==> src/psvf_pkg.sv <==
// Shared types, constants and helpers for the polyphonic SVF voice engine.
// Used by every module of the block; no dependencies of its own.
package psvf_pkg;

    localparam int VOICES      = 16;
    localparam int VOICE_W     = 4;
    localparam int SAMPLE_RATE = 48000;
    localparam int OUT_BITS    = 24;
    localparam int ENV_W       = 24;
    localparam int LVL_W       = 17;
    localparam int DIV_N       = 40;
    localparam int DIVR_W      = 16;
    localparam int DIVC_W      = 6;
    localparam int MUL_W       = 34;
    localparam int PROD_W      = 2 * MUL_W;
    localparam int ACC_W       = 40;

    localparam logic [ENV_W-1:0]  ENV_MAX  = '1;
    localparam logic [LVL_W-1:0]  FRAC_ONE = 17'h10000;

    // Request kinds carried on the stream user field
    typedef enum logic [1:0] {
        OP_TICK     = 2'd0,
        OP_NOTE_ON  = 2'd1,
        OP_NOTE_OFF = 2'd2,
        OP_NONE     = 2'd3
    } t_op;

    // Configuration register indexes
    typedef enum logic [2:0] {
        REG_AMP_TIMES    = 3'd0,
        REG_AMP_SUSTAIN  = 3'd1,
        REG_FILT_TIMES   = 3'd2,
        REG_FILT_SUSTAIN = 3'd3,
        REG_CUTOFF       = 3'd4,
        REG_RESONANCE    = 3'd5,
        REG_WAVEFORM     = 3'd6,
        REG_SPARE        = 3'd7
    } t_reg;

    // Per-voice sequencer steps
    typedef enum logic [4:0] {
        ST_IDLE,
        ST_V_START,
        ST_ENV_A,
        ST_ENV_W,
        ST_ENV_END,
        ST_SRC,
        ST_SRC_W,
        ST_F_SQ,
        ST_F_CU,
        ST_F_CO,
        ST_LOW_M,
        ST_LOW_W,
        ST_HIGH,
        ST_BAND_M,
        ST_BAND_W,
        ST_ACC_D,
        ST_ACC_W,
        ST_ACC_C,
        ST_OUT
    } t_state;

    // Divider request
    typedef struct packed {
        logic              start;
        logic [DIV_N-1:0]  dividend;
        logic [DIVR_W-1:0] divisor;
    } t_div_req;

    // Phase step of the top octave's twelve notes, shifted down for lower octaves
    localparam logic [47:0] STEP_BASE [16] = '{
        48'((64'd548668578  << 16) / SAMPLE_RATE),
        48'((64'd581294109  << 16) / SAMPLE_RATE),
        48'((64'd615859655  << 16) / SAMPLE_RATE),
        48'((64'd652480576  << 16) / SAMPLE_RATE),
        48'((64'd691279090  << 16) / SAMPLE_RATE),
        48'((64'd732384684  << 16) / SAMPLE_RATE),
        48'((64'd775934544  << 16) / SAMPLE_RATE),
        48'((64'd822074013  << 16) / SAMPLE_RATE),
        48'((64'd870957077  << 16) / SAMPLE_RATE),
        48'((64'd922746880  << 16) / SAMPLE_RATE),
        48'((64'd977616265  << 16) / SAMPLE_RATE),
        48'((64'd1035748353 << 16) / SAMPLE_RATE),
        48'd0, 48'd0, 48'd0, 48'd0
    };

    // Clamp to the signed 32-bit range
    function automatic logic signed [31:0] sat32(input logic signed [63:0] x);
        logic signed [31:0] r;
        if (x > 64'sh000000007FFFFFFF) begin
            r = 32'sh7FFFFFFF;
        end else if (x < -64'sh0000000080000000) begin
            r = -32'sh80000000;
        end else begin
            r = x[31:0];
        end
        return r;
    endfunction

    // Product shifted down by 16 with floor rounding, sign extended to 64 bits
    function automatic logic signed [63:0] shr16(input logic signed [PROD_W-1:0] p);
        return {{(64-(PROD_W-16)){p[PROD_W-1]}}, p[PROD_W-1:16]};
    endfunction

endpackage

==> src/psvf_mul.sv <==
// Shared signed multiplier with a registered product.
// Depends on psvf_pkg for operand widths.
module psvf_mul (
    input  logic                                i_clk,
    input  logic signed [psvf_pkg::MUL_W-1:0]   i_a,
    input  logic signed [psvf_pkg::MUL_W-1:0]   i_b,
    output logic signed [psvf_pkg::PROD_W-1:0]  o_p
);

    logic signed [psvf_pkg::PROD_W-1:0] r_p;

    // Register the product
    always_ff @(posedge i_clk) begin
        r_p <= i_a * i_b;
    end

    assign o_p = r_p;

endmodule

==> config.mk <==
export PLATFORM = sky130hd
export DESIGN_NAME = psvf_mul
export DESIGN_NICKNAME = d
export VERILOG_FILES = /design/src/psvf_pkg.sv /design/src/psvf_mul.sv
export SDC_FILE = /design/constraint.sdc
export NUM_CORES = 2
export LEC_CHECK = 0
export ABC_CLOCK_PERIOD_IN_PS = 8500
export BUFFER_PORTS_ARGS = -buffer_cell sky130_fd_sc_hd__buf_2
export CAP_MARGIN = 20
export CORE_ASPECT_RATIO = 1.1
export CORE_MARGIN = 1
export CORE_UTILIZATION = 60
export CTS_BUF_LIST = sky130_fd_sc_hd__clkbuf_2 sky130_fd_sc_hd__clkbuf_4 sky130_fd_sc_hd__clkbuf_8
export CTS_CLUSTER_DIAMETER = 40
export DETAILED_ROUTE_END_ITERATION = 7
export GPL_TIMING_DRIVEN = 0
export HOLD_SLACK_MARGIN = 0.02
export PLACE_DENSITY = 0.87
export SLEW_MARGIN = 0
export SYNTH_ARGS = -nofsm -noshare
export SYNTH_HDL_FRONTEND = slang
export SYNTH_SLANG_ARGS = --single-unit
==> constraint.sdc <==
create_clock -name i_clk -period 8.5 [get_ports i_clk]
set_input_delay 1.7 -clock i_clk [delete_from_list [all_inputs] [get_ports i_clk]]
set_output_delay 1.7 -clock i_clk [all_outputs]
set_load 0.005 [all_outputs]
==> metrics.md <==
| Metric | Value |
|---|---|
| Final hold slack | 1.66 ns |
| Slew Viols, Final | 0 |
| RD Place Congestion | 1.12 |
| Final ANT Viol Nets | 0 |
| Setup TNS | -12.68 ns |
| Slew @ Worst Pin | 1.05 ns |
| Remaining global-route overflow | 0 |
| Synthesized area | 43000 um2 |
| Primary FF master, synth | dfxtp_1 |
| Run status | finished, violations left |
| Final Hold Fails | 0 |
| Worst Hold Class | input pin to flip-flop |
| Global-route wire length before repair | 252000 um |
| Max reg flops | 68 |
| Async SR Flop Fraction | 0% |
| Worst setup path endpoint | o_p[64] |
| Hold_buf cts | 0 |
| Clk buf depth | 2 |
| Minimum clock period | 9.21 ns |
| GRT met1 Usage | 53.1% |
| Syn avg cell area | 9.45 um2 |
| Crit Path Class | input pin to flip-flop |
| Critical Path Start | i_a[2] |
| Nets@finish | 6390 |
| Largest net degree at the start of global routing | 17 |
| Die area | 72800 um2 |
| Total CTS buffers | 9 |
| GR Util met3 | 22.0% |
| Die X | 257 um |
| Setup violators final | 32 |
| DR pass1 iterations | 8 |
| Post-synthesis sequential area ratio | 3.16% |
| Rel. slew slack | 29.9% |
| Buffers on Ports | 130 |
| Initial antenna violation count | 31 |
| MaxCap Viol Count | 0 |
| PnR worst setup slack | -0.708 ns |
| DRT iter0 DRCs | 4817 |
| Unrepaired setup endpoints after global routing | true |
| Share of layout cells above drive strength 1 | 16.6% |
| Crit Path Max Fanout | 10 |
| Die height | 283 um |
| Failing checks | design-rule violations, negative setup slack |
| Gr busiest metal | met2 |
| Number of flops mapped to enable cells by yosys | 0 |
| # rows | 102 |
| Average wire per standard cell | 30.7 um |
| CTS clk-pin slew, worst paths | 0.10 ns |
| Syn. warnings | 0 |
| DR vias | 36600 |
| Fmax | 0.109 GHz |
| CP Capture Type | flip-flop |
| Core Region | 70700 um2 |
| Gate Count Post-Synth | 4554 |
| Critical Path RT | 8.85 ns |
| Starting Density | 60.9% |
| Syn_nets | 6068 |
| Residual DRC count | 25 |
| GRT met2 Usage | 73.8% |
| CTS sink cnt | 68 |
| Fillers | 4697 |
| CP Launch Type | input pin |
| Cell variety after synth | 69 |
| Worst EP arrival | 9.56 ns |
| CTS Root Cell | clkbuf_8 |
| Yosys reg bits | 68 |
| Routed WL | 180000 um |
| Area Growth Syn to Fin | 17.1% |
| H-tree depth | 3 |
| CTS tree | done |
| Ports | 137 |
| Vias in the first global route | 39300 |
| Tcrit/Tclk final | 108% |
| GRT Util Overall | 49.5% |
| Vias/cell | 6.25 |
| HPWL Detailed | 130000 um |
==> worst min-delay path by stage <==
stage | startpoint | endpoint | slack [ns] | cells past startpoint
detailed placement | o_p[16] | o_p[16] | 2.07 | 1
global placement | o_p[17] | o_p[17] | 2.07 | 1
finish | i_a[0] | o_p[0] | 1.66 | 2
floorplan | i_a[0] | o_p[0] | 1.83 | 1
CTS | i_a[0] | o_p[0] | 1.64 | 2
global route | i_a[0] | o_p[0] | 1.64 | 2
==> what timing repair did <==
item	4_1_cts	5_1_grt
cloned	2	1
gates resized for setup	761	286
buffers inserted	121	66
setup endpoints to repair	44	33
pin swaps	94	105
==> worst max-delay path, stage by stage <==
cell	delay [ns]
buf_2	0.33
clkbuf_2	0.56
and2_1	0.25
fa_1	0.46
ha_1	0.28
fa_1	0.53
inv_2	0.04
fa_1	0.52
inv_1	0.05
fa_1	0.47
fa_2	0.60
fa_1	0.53
inv_1	0.05
fa_1	0.49
inv_2	0.05
ha_4	0.35
nand2_4	0.08
o41ai_4	0.68
a21o_1	0.20
nand2_1	0.07
nand4b_1	0.44
a21bo_2	0.31
a21o_4	0.20
a311oi_4	0.11
xnor2_1	0.15
==> kinds of logic after synthesis <==
family	Yosys count	synth area share, %
AO/OA/AOI/OAI	206	3.35
XOR/XNOR	79	1.61
AND/OR/NAND/NOR	1296	15.4
flip-flops	68	3.16
adder cells (fa/ha/maj)	1445	63.7
buffers and inverters	1460	12.8
==> metal layers <==
metal	part of all wire (%)	wire, um	up-vias
li1	-	-	13500
met1	29	51600	17900
met2	42	76100	3601
met3	16	28400	1500
met4	13	23100	18
met5	0.22	391	-
==> cell usage after synthesis (all sizes together) (5+ instances only) <==
library cell	number	area, um2
ha	204	2550
fa	1241	24800
nand2b	20	125
buf	9	58.8
and2	623	3900
o21ai	41	224
xnor2	56	490
inv	1231	4620
a31oi	10	90.1
dfxtp	68	1360
nand2	542	2030
clkbuf	217	821
nand3	11	55.1
a211oi	7	57.6
a21oi	63	323
nor2	56	215
nor3	5	25.0
nand4	11	68.8
xor2	23	201
a21o	37	278
o21bai	12	90.1
and3	8	53.8
nor2b	9	56.3
o41ai	6	75.1
==> cells in the final DEF, fill, tap and decap left out, drive strengths merged, types with 3 or more instances in the layout <==
cell	n
fa	1241
a211oi	7
ha	204
nor2	56
and2	623
a31oi	10
diode	34
o21bai	12
nand3	11
clkbuf	177
buf	370
and3	8
nand4	11
nand2b	20
xnor2	56
or2	4
a21o	37
a211o	3
o21a	4
dfxtp	68
inv	1232
nand2	542
xor2	23
clkinv	4
a221oi	4
o21ai	41
o211ai	3
nor2b	9
nor3	5
o41ai	6
a21oi	63
==> layout make-up <==
| cell class | instances | area [um2] | area share [%] |
|---|---|---|---|
| diodes | 34 | 85.1 | 0.169 |
| clock buffers | 9 | 124 | 0.246 |
| flip-flops and latches | 68 | 1360 | 2.70 |
| plain buffers | 220 | 3000 | 5.95 |
| well taps | 936 | 1170 | 2.32 |
| clock inverters | 7 | 83.8 | 0.166 |
| multi-input cells | 3026 | 37200 | 73.8 |
| inverters | 1232 | 4640 | 9.21 |
| repair buffers | 319 | 2760 | 5.47 |
==> metrics by stage <==
step,area (um2),cells,setup WS [ns],utilization [%]
5_1_grt,50300,5824,-0.726,71.2
6_report,50400,5851,-0.708,71.2
3_3_place_gp,44900,5620,-2.83,63.6
3_5_place_dp,44900,5621,-2.53,63.6
2_1_floorplan,43100,4554,-0.0113,-
4_1_cts,48900,5755,-0.397,69.2
Power is not shown: default switching activity piles up to over one toggle a cycle in this logic, so the estimate is an artifact.
