===== src/psvf_pkg.sv =====
// Shared types, constants and helpers for the polyphonic SVF voice engine.
// Used by every module of the block; no dependencies of its own.
package psvf_pkg;

    localparam int VOICES      = 16;
    localparam int VOICE_W     = 4;
    localparam int SAMPLE_RATE = 48000;
    localparam int OUT_BITS    = 24;
    localparam int ENV_W       = 24;
    localparam int LVL_W       = 17;
    localparam int DIV_N       = 40;
    localparam int DIVR_W      = 16;
    localparam int DIVC_W      = 6;
    localparam int MUL_W       = 34;
    localparam int PROD_W      = 2 * MUL_W;
    localparam int ACC_W       = 40;

    localparam logic [ENV_W-1:0]  ENV_MAX  = '1;
    localparam logic [LVL_W-1:0]  FRAC_ONE = 17'h10000;

    // Request kinds carried on the stream user field
    typedef enum logic [1:0] {
        OP_TICK     = 2'd0,
        OP_NOTE_ON  = 2'd1,
        OP_NOTE_OFF = 2'd2,
        OP_NONE     = 2'd3
    } t_op;

    // Configuration register indexes
    typedef enum logic [2:0] {
        REG_AMP_TIMES    = 3'd0,
        REG_AMP_SUSTAIN  = 3'd1,
        REG_FILT_TIMES   = 3'd2,
        REG_FILT_SUSTAIN = 3'd3,
        REG_CUTOFF       = 3'd4,
        REG_RESONANCE    = 3'd5,
        REG_WAVEFORM     = 3'd6,
        REG_SPARE        = 3'd7
    } t_reg;

    // Per-voice sequencer steps
    typedef enum logic [4:0] {
        ST_IDLE,
        ST_V_START,
        ST_ENV_A,
        ST_ENV_W,
        ST_ENV_END,
        ST_SRC,
        ST_SRC_W,
        ST_F_SQ,
        ST_F_CU,
        ST_F_CO,
        ST_LOW_M,
        ST_LOW_W,
        ST_HIGH,
        ST_BAND_M,
        ST_BAND_W,
        ST_ACC_D,
        ST_ACC_W,
        ST_ACC_C,
        ST_OUT
    } t_state;

    // Divider request
    typedef struct packed {
        logic              start;
        logic [DIV_N-1:0]  dividend;
        logic [DIVR_W-1:0] divisor;
    } t_div_req;

    // Phase step of the top octave's twelve notes, shifted down for lower octaves
    localparam logic [47:0] STEP_BASE [16] = '{
        48'((64'd548668578  << 16) / SAMPLE_RATE),
        48'((64'd581294109  << 16) / SAMPLE_RATE),
        48'((64'd615859655  << 16) / SAMPLE_RATE),
        48'((64'd652480576  << 16) / SAMPLE_RATE),
        48'((64'd691279090  << 16) / SAMPLE_RATE),
        48'((64'd732384684  << 16) / SAMPLE_RATE),
        48'((64'd775934544  << 16) / SAMPLE_RATE),
        48'((64'd822074013  << 16) / SAMPLE_RATE),
        48'((64'd870957077  << 16) / SAMPLE_RATE),
        48'((64'd922746880  << 16) / SAMPLE_RATE),
        48'((64'd977616265  << 16) / SAMPLE_RATE),
        48'((64'd1035748353 << 16) / SAMPLE_RATE),
        48'd0, 48'd0, 48'd0, 48'd0
    };

    // Clamp to the signed 32-bit range
    function automatic logic signed [31:0] sat32(input logic signed [63:0] x);
        logic signed [31:0] r;
        if (x > 64'sh000000007FFFFFFF) begin
            r = 32'sh7FFFFFFF;
        end else if (x < -64'sh0000000080000000) begin
            r = -32'sh80000000;
        end else begin
            r = x[31:0];
        end
        return r;
    endfunction

    // Product shifted down by 16 with floor rounding, sign extended to 64 bits
    function automatic logic signed [63:0] shr16(input logic signed [PROD_W-1:0] p);
        return {{(64-(PROD_W-16)){p[PROD_W-1]}}, p[PROD_W-1:16]};
    endfunction

endpackage


===== src/psvf_div.sv =====
// Shared restoring divider: 40-bit dividend, 16-bit divisor, one bit a cycle.
// Depends on psvf_pkg for widths and the request struct.
module psvf_div (
    input  logic                        i_clk,
    input  logic                        i_rst_n,
    input  psvf_pkg::t_div_req          i_req,
    output logic [psvf_pkg::DIV_N-1:0]  o_quot,
    output logic                        o_done
);

    logic [psvf_pkg::DIVR_W-1:0] r_rem, n_rem;
    logic [psvf_pkg::DIV_N-1:0]  r_quo, n_quo;
    logic [psvf_pkg::DIVR_W-1:0] r_dvs;
    logic [psvf_pkg::DIVC_W-1:0] r_cnt;
    logic                        r_busy;
    logic                        r_done;
    logic [psvf_pkg::DIVR_W:0]   w_trial;
    logic                        w_fit;

    // One restoring step: shift in next dividend bit, subtract if it fits
    always_comb begin
        w_trial = {r_rem, r_quo[psvf_pkg::DIV_N-1]};
        w_fit   = (w_trial >= {1'b0, r_dvs});
        n_rem   = w_fit ? psvf_pkg::DIVR_W'(w_trial - {1'b0, r_dvs})
                        : w_trial[psvf_pkg::DIVR_W-1:0];
        n_quo   = {r_quo[psvf_pkg::DIV_N-2:0], w_fit};
    end

    // Hold control state, advance one bit per cycle while busy
    always_ff @(posedge i_clk) begin
        if (!i_rst_n) begin
            r_busy <= 1'b0;
            r_done <= 1'b0;
            r_cnt  <= '0;
        end else begin
            r_done <= 1'b0;
            if (i_req.start) begin
                r_busy <= 1'b1;
                r_cnt  <= '0;
            end else if (r_busy) begin
                r_cnt <= r_cnt + 1'b1;
                if (r_cnt == psvf_pkg::DIVC_W'(psvf_pkg::DIV_N - 1)) begin
                    r_busy <= 1'b0;
                    r_done <= 1'b1;
                end
            end
        end
    end

    // Operand and quotient registers
    always_ff @(posedge i_clk) begin
        if (i_req.start) begin
            r_rem <= '0;
            r_quo <= i_req.dividend;
            r_dvs <= i_req.divisor;
        end else if (r_busy) begin
            r_rem <= n_rem;
            r_quo <= n_quo;
        end
    end

    assign o_quot = r_quo;
    assign o_done = r_done;

endmodule


===== config.mk =====
export PLATFORM = sky130hd
export DESIGN_NAME = psvf_div
export DESIGN_NICKNAME = d
export VERILOG_FILES = /design/src/psvf_pkg.sv /design/src/psvf_div.sv
export SDC_FILE = /design/constraint.sdc
export NUM_CORES = 1
export LEC_CHECK = 0
export BUFFER_PORTS_ARGS = -buffer_cell sky130_fd_sc_hd__buf_2
export CAP_MARGIN = 20
export CORE_ASPECT_RATIO = 0.75
export CORE_MARGIN = 2
export CORE_UTILIZATION = 40
export DETAILED_ROUTE_END_ITERATION = 16
export SLEW_MARGIN = 5
export SYNTH_ARGS = -nofsm -noshare
export SYNTH_HDL_FRONTEND = slang
export SYNTH_SLANG_ARGS = --single-unit

===== constraint.sdc =====
create_clock -name i_clk -period 3.36 [get_ports i_clk]
set_clock_uncertainty 0.2 [all_clocks]
set_input_delay 0.672 -clock i_clk [delete_from_list [all_inputs] [get_ports i_clk]]
set_output_delay 0.672 -clock i_clk [all_outputs]
set_load 0.05 [all_outputs]

==> impl_metrics.tcl, run 1 <==
set metrics [dict create \
    cts_setup_buffers 0 \
    grt_first_pass_wirelength_um 14600 \
    synth_nets 434 \
    cts_hold_buffers 0 \
    fin_crit_sh 0.894 \
    nets 533 \
    synth_top_area_frac 0.405 \
    rsz0062_at_grt "false" \
    synth_edf_count 56 \
    die_h_um 92.3 \
    status "complete, no violations" \
    clockBufferDepth 2 \
    synth_top_cell_by_area "edfxtp_1" \
    placed_area_um2 4790 \
    dp_hpwl_um 6470 \
    power_uw 2690 \
    syn_inst 357 \
    overflow 0 \
    period_needed_ps 3000 \
    area_growth_pct 22.0 \
    ys_seq_elements 80 \
    total_leakage_power_uw 0.00206 \
    clock.fmax_ghz 0.333 \
    synth.area.top_cells "edfxtp_1, dfxtp_1, mux2_2, ha_1, nor2_1" \
    viasPerCell 5.12 \
    dieArea_um2 11200 \
    ys.flop_type "edfxtp_1" \
    syn-mean-instance-area_um2 11.6 \
    critPathMaxFanout 27 \
    grt_pass1_vias 2946 \
    criticalPathCategory "reg -> reg" \
    cpMaxStageDelayCell "a31oi_4" \
    crit_chain "inv_1, ha_1, a21oi_1, o21ai_0, nand3_1, a31oi_4, o2111ai_1, a311oi_1" \
    cts_tree "yes" \
    core-area_um2 10200 \
    grt_use_total 0.168 \
    setup_tns_ps 0 \
    gp_congestion 0.890 \
    tightest_slew_ps 822 \
    hold_path.class "reg -> reg" \
    vias 3059 \
    cts_sinks 80 \
    drtIter0Drc 149 \
    wl_per_cell_um 15.1 \
    pin_count 100 \
    setup_viol_count_final 0 \
    design_area_um2 5070 \
    firstDrtPassIters 5 \
    relSlewSlack 0.452 \
    power_density_nw_per_um2 530 \
    cts_root_buf "clkbuf_16" \
    critPathTopFamily "compound AO/OA/AOI/OAI gates" \
    max_cap_viol_count 0 \
    drive_gt1_frac 0.362 \
    drcViolationCount 0 \
    grt_max_degree 46 \
    clkSlewWorstSetupHoldPaths_ps 60 \
    syn_area_um2 4150 \
    cts_buffers 9 \
    fp-row-count 32 \
    slew_viol_final 0 \
    ys_warn_count 0 \
    postRouteAntennaNets 0 \
    numPortBuffers 99 \
    ys_types 52 \
    synth-async-reset-ratio 0 \
    antenna_cells 0 \
    die_x_um 122 \
    vdd_drop_max_v 0.000284 \
    endpoint_kind "flip-flop" \
    wl_um 9020 \
    crit_required_ps 3410 \
    yosysSeqAreaShare 0.520 \
    cts_resized 0 \
    grt_antenna_before_repair 0 \
    path_buf_inv 1 \
    critPathLaunchType "flip-flop" \
    start_util 0.407 \
    clock_latency_ps 340 \
    slowest_delay_ps 690 \
    arrival_ps 3050 \
    finalHoldViolations 0 \
    cts_htree_levels 3 \
]
-- through the flow --
step	setup WS, ps	utilization	hold slack, ps	std cells
after floorplan	553	-	258	357
after global placement	443	0.470	278	581
after detailed placement	372	0.470	279	581
after CTS	362	0.496	288	597
after global routing	37.6	0.496	285	597
final	357	0.496	287	597
-- synth_stat cells (all sizes together) (2+ instances only) --
| cell type | number |
|---|---|
| a2111oi | 2 |
| a211oi | 9 |
| a21o | 6 |
| a21oi | 17 |
| a311oi | 4 |
| a31o | 3 |
| a31oi | 2 |
| and3 | 3 |
| and4 | 3 |
| buf | 7 |
| clkbuf | 9 |
| dfxtp | 24 |
| edfxtp | 56 |
| ha | 17 |
| inv | 21 |
| mux2 | 40 |
| mux2i | 7 |
| nand2 | 21 |
| nand2b | 6 |
| nand3 | 11 |
| nand4 | 4 |
| nand4b | 2 |
| nor2 | 31 |
| nor2b | 2 |
| nor3 | 3 |
| o2111ai | 4 |
| o211ai | 3 |
| o21ai | 12 |
| o31ai | 2 |
| xnor2 | 7 |
| xor2 | 7 |
-- logic make-up (layout without fill, tap and decap cells) --
group,Yosys count,in the layout,share of synthesized area
AO/OA/AOI/OAI,71,71,0.127
XOR/XNOR,14,14,0.0295
adder cells (fa/ha/maj),18,18,0.0560
buffers and inverters,38,142,0.0380
flip-flops,80,80,0.520
multiplexers,47,47,0.125
AND/OR/NAND/NOR,89,89,0.104
-- power by group --
group | internal, uW | switching (uW) | leakage, uW
sequential | 1150 | 39.9 | 0.000756
clock | 499 | 402 | 0.000127
combinational | 200 | 395 | 0.00118
-- final timing paths --
kind	end	slack, ps	start	depth (start not counted)
setup / recovery	r_rem[9]	360	r_dvs[6]	8
hold / removal	r_cnt[5]	290	r_cnt[5]	2
setup reg to reg	r_rem[9]	360	r_dvs[6]	8
hold reg to reg	r_cnt[5]	290	r_cnt[5]	2
-- placed cells by master (no fill, tap or decap), drive strengths merged, types with 2 or more instances in the layout --
cell type and count:
mux2i 7, and4 3, nand2b 6, clkinv 6
xnor2 7, a311oi 4, inv 21, o211ai 3
a31o 3, o31ai 2, nor3 3, edfxtp 56
nand4 4, nand4b 2, o21ai 12, nor2b 2
buf 104, a21oi 17, a2111oi 2, a211oi 9
clkbuf 9, nand2 21, a21o 6, clkinvlp 2
ha 17, mux2 40, nand3 11, xor2 7
and3 3, nor2 31, a31oi 2, o2111ai 4
dfxtp 24
-- layout make-up --
cell class,instances,area (um2)
Clock buffer,9,225
Sequential cell,80,2160
Inverter,22,82.6
Fill cell,953,5140
Multi-Input combinational cell,239,1830
Clock inverter,7,48.8
Timing Repair Buffer,104,546
Tap cell,136,170
-- sequential cells by signal, summed over array words and instances (netlist names) --
| signal | cells |
|---|---|
| o_done | 1 |
| o_quot | 40 |
| r_busy | 1 |
| r_cnt | 6 |
| r_dvs | 16 |
| r_rem | 16 |
-- layer usage --
metal | track usage | wire, um
met1 | 0.237 | 4470
met2 | 0.244 | 4030
met3 | 0.0541 | 391
met4 | 0.0575 | 128
met5 | 0 | 0
-- tightest hold or removal path, stage by stage, from the launching register on --
cell and delay, ps:
dfxtp_1 310, o21ai_0 70, a21oi_1 60
No activity file was read; power rests on OpenSTA's default activity.
==> inputs of run 2 (changes only) <==
==> constraint.sdc (replaced) <==
create_clock -name i_clk -period 3.6 [get_ports i_clk]
set_clock_uncertainty 0.2 [all_clocks]
set_input_delay 0.72 -clock i_clk [delete_from_list [all_inputs] [get_ports i_clk]]
set_output_delay 0.72 -clock i_clk [all_outputs]
set_load 0.05 [all_outputs]
==> run 2 against run 1 <==
First-iteration DRC count grew 86%. Largest power group unchanged. Cell count stayed put. Routed wire length increased by 1.9%. Non-clock buffer count unchanged. Critical endpoint is now r_rem[14]. Count of clock-buffer cells in the layout is the same. Global-route usage grew 0.22 points. Sequential power fell by 7%. Total power decreased by 2.1%. Critical path depth rose by 1. Sequential share of layout area down 0.31 points. Clock power grew 6.9%.
==> impl_metrics.tcl, run 2 (synthesis results as in run 1) <==
set metrics [dict create \
    cts_htree_levels 3 \
    setup_viol_count_final 0 \
    clkSlewWorstSetupHoldPaths_ps 70 \
    mostFrequentLayoutCell "buf_2" \
    critPathTopFamily "compound AO/OA/AOI/OAI gates" \
    nFillCells 927 \
    pin_count 100 \
    core-area_um2 10200 \
    drive_gt1_frac 0.367 \
    gp_congestion 0.838 \
    dp_hpwl_um 6520 \
    cpMaxStageDelayCell "ha_1" \
    layout.cells.non_filler 597 \
    cts_sinks 80 \
    crit_chain "inv_1, ha_1, nand2_1, o21ai_0, a311oi_4, a31oi_4, buf_4, nor3_1, a311o_1" \
    drtIter0Drc 277 \
    period_needed_ps 2970 \
    path_buf_inv 2 \
    rsz0062_at_grt "false" \
    dp.cells 581 \
    reg2reg_from "r_dvs[12]" \
    status "complete, no violations" \
    die_x_um 122 \
    finalHoldViolations 0 \
    grt_first_pass_wirelength_um 14700 \
    wl_per_cell_um 15.4 \
    critPathLaunchType "flip-flop" \
    startpoint "r_dvs[12]" \
    grt_use_total 0.171 \
    cts_setup_buffers 0 \
    fin_crit_sh 0.825 \
    fp-row-count 32 \
    largest_reg_flops 40 \
    area_growth_pct 22.9 \
    cts_root_buf "clkbuf_16" \
    antenna_cells 0 \
    cp_num_cells 9 \
    hold_path.class "reg -> reg" \
    slowest_delay_ps 490 \
    nets 533 \
    reg2reg_depth 9 \
    start_util 0.407 \
    endpoint_kind "flip-flop" \
    arrival_ps 2990 \
    hold_depth 2 \
    crit_required_ps 3630 \
    critPathMaxFanout 16 \
    clock.fmax_ghz 0.337 \
    cts_hold_buffers 0 \
    hp-start "r_cnt[5]" \
    criticalPathCategory "reg -> reg" \
    wl_um 9200 \
    clock_latency_ps 340 \
    tightest_slew_ps 521 \
    viasPerCell 5.16 \
    final_cell_mix "buf_2, edfxtp_1, mux2_2" \
    cts_tree "yes" \
    fin_util 0.500 \
    postRouteAntennaNets 0 \
    power_density_nw_per_um2 515 \
    grt_max_degree 44 \
    overflow 0 \
    drcViolationCount 0 \
    relSlewSlack 0.649 \
    vias 3083 \
    cts_buffers 9 \
    numPortBuffers 99 \
    setup_tns_ps 0 \
    timing.hold.ws_ps 298 \
    grt_antenna_before_repair 0 \
    cts_resized 0 \
    total_leakage_power_uw 0.00208 \
    max_cap_viol_count 0 \
    grt_pass1_vias 2937 \
    slew_viol_final 0 \
    vdd_drop_max_v 0.000248 \
    dieArea_um2 11200 \
    firstDrtPassIters 4 \
    die_h_um 92.3 \
    clockBufferDepth 2 \
]
## run 2: path summary, 6_finish.rpt
check              endpoint  slack, ps
setup / recovery  r_rem[14]        630
setup reg to reg  r_rem[14]        630
hold / removal     r_cnt[5]        300
hold reg to reg    r_cnt[5]        300
## run 2: worst register-to-register path, cell delays in order, from the launching register on
cell and delay (ps):
edfxtp_1 330, inv_1 50, ha_1 490, nand2_1 80, o21ai_0 450, a311oi_4 100, a31oi_4 470, buf_4 300
nor3_1 70, a311o_1 310
## run 2: final cells by class
| cell class | count | area [um2] | share of cell area |
|---|---|---|---|
| multi-input cells | 239 | 1830 | 0.359 |
| inverters | 22 | 82.6 | 0.0162 |
| flip-flops and latches | 80 | 2160 | 0.423 |
| repair buffers | 104 | 546 | 0.107 |
| well taps | 136 | 170 | 0.0333 |
| clock inverters | 7 | 86.3 | 0.0169 |
| clock buffers | 9 | 225 | 0.0441 |
## run 2: metrics by stage
stage	power, uW	instance area, um2	setup slack, ps
floorplan	1550	4150	793
global placement	1680	4790	715
detailed placement	1690	4790	643
CTS	2660	5110	650
global route	2750	5110	375
finish	2630	5110	631
## run 2: report_power, final
part / switching (uW) / total, uW / internal (uW)
Combinational: 371 / 556 / 186
Clock: 409 / 962 / 553
Sequential: 36.6 / 1110 / 1070
Total: 816 / 2630 / 1810
## run 2: per-layer routing
layer | global-route usage | vias up | wire, um
met1 | 0.243 | 1487 | 4410
met3 | 0.0609 | 2 | 509
li1 | - | 1528 | -
met4 | 0.0402 | 0 | 33
met2 | 0.248 | 66 | 4250
met5 | 0 | - | 0
==> inputs of run 3 (changes only) <==
==> constraint.sdc (replaced) <==
create_clock -name i_clk -period 2.7 [get_ports i_clk]
set_clock_uncertainty 0.2 [all_clocks]
set_input_delay 0.54 -clock i_clk [delete_from_list [all_inputs] [get_ports i_clk]]
set_output_delay 0.54 -clock i_clk [all_outputs]
set_load 0.05 [all_outputs]
==> run 3 against run 2 <==
Sequential cell count unchanged. Via count grew 2.4%. Combinational power rose by 41%. Global-route usage is 0.50 points higher. Non-clock buffer count increased by 16. Cell count grew 2.7%. Worst hold slack got worse by 130 ps. Sequential power increased by 34%. Final area increased by 2.9%. Die area is the same. Clock power rose by 30%. Total power up 34%. Critical path type unchanged. Largest cell class unchanged.
==> impl_metrics.tcl, run 3 (synthesis results as in run 1) <==
set metrics [dict create \
    period_needed_ps 2580 \
    final_cell_mix "buf_2, edfxtp_1, mux2_2" \
    firstDrtPassIters 5 \
    mostFrequentLayoutCell "buf_2" \
    grt_use_total 0.176 \
    relSlewSlack 0.667 \
    cts_tree "yes" \
    criticalPathCategory "reg -> reg" \
    arrival_ps 2470 \
    wl_um 9330 \
    vdd_drop_max_v 0.000373 \
    clockBufferDepth 2 \
    area_growth_pct 26.4 \
    endpoint_kind "flip-flop" \
    cts_root_buf "clkbuf_16" \
    cts_htree_levels 3 \
    grt_max_degree 42 \
    setup_viol_count_final 0 \
    postRouteAntennaNets 0 \
    fin_crit_sh 0.956 \
    viasPerCell 5.15 \
    die_x_um 122 \
    finalHoldViolations 0 \
    grt_first_pass_wirelength_um 15000 \
    critPathLaunchType "flip-flop" \
    drcViolationCount 0 \
    cts_hold_buffers 0 \
    drtIter0Drc 229 \
    vias 3158 \
    grt_antenna_before_repair 0 \
    placed_area_um2 4920 \
    core-area_um2 10200 \
    largest_reg_flops 40 \
    start_util 0.407 \
    nets 549 \
    dieArea_um2 11200 \
    drive_gt1_frac 0.392 \
    cts_sinks 80 \
    clkSlewWorstSetupHoldPaths_ps 60 \
    wl_per_cell_um 15.2 \
    cts_buffers 9 \
    clock.fmax_ghz 0.388 \
    hold_path.class "in -> reg" \
    dp_hpwl_um 6770 \
    status "complete, no violations" \
    crit_required_ps 2590 \
    fp-row-count 32 \
    design_area_um2 5250 \
    gp_congestion 0.849 \
    slew_viol_final 0 \
    critPathMaxFanout 10 \
    total_leakage_power_uw 0.00217 \
    power_density_nw_per_um2 670 \
    antenna_cells 0 \
    max_cap_viol_count 0 \
    numPortBuffers 99 \
    die_h_um 92.3 \
    grt_pass1_vias 3001 \
    clock_latency_ps 340 \
    pin_count 100 \
    overflow 0 \
    tightest_slew_ps 500 \
    setup_tns_ps 0 \
]
==> run 3: worst max-delay path, cell delays in order (launching register included) <==
cell and delay [ps]:
edfxtp_1 380, inv_1 70, ha_1 280, and3_1 240
and3_4 190, a311oi_4 280, a31oi_4 140, buf_12 170
buf_12 130, mux2_2 250
==> run 3: worst paths after layout <==
check                                  to  startpoint  cells after the start  slack (ps)
worst max register to register  o_quot[0]   r_dvs[11]                      9         120
worst max-delay path            o_quot[0]   r_dvs[11]                      9         120
worst min-delay path            r_dvs[12]   i_req[12]                      1         170
worst min register to register   r_cnt[5]    r_cnt[5]                      2         290
==> run 3: repair_timing <==
action,in CTS,in global routing
setup buffers,0,2
resized for setup,0,3
endpoints found under the setup margin,0,13
==> run 3: where the power goes <==
part	switching [uW]	leakage (uW)	internal, uW
combinational	509	0.00126	276
sequential	50.9	0.000756	1430
clock	482	0.000150	764
==> run 3: routing by layer <==
metal / track usage / wire, um / vias up
li1: - / - / 1568
met4: 0.0517 / 117 / 0
met2: 0.252 / 4160 / 83
met5: 0 / 0 / -
met3: 0.0560 / 579 / 11
met1: 0.252 / 4470 / 1496
==> run 3: final cells by class <==
class                      count  area [um2]
timing repair buffer         120         678
clock buffer                  13         260
tap                          136         170
sequential                    80        2160
multi-input combinational    239        1860
fill                         906        4960
inverter                      22        82.6
clock inverter                 3        40.0
==> run 3: stage by stage <==
stage	cells	power (uW)	utilization	hold WS (ps)	setup slack [ps]
floorplan	357	2070	-	258	-3.65
detailed placement	595	2290	0.482	286	104
global route	613	3670	0.514	163	-3.09
global placement	595	2280	0.482	277	148
finish	613	3520	0.514	172	119
CTS	611	3540	0.511	161	108
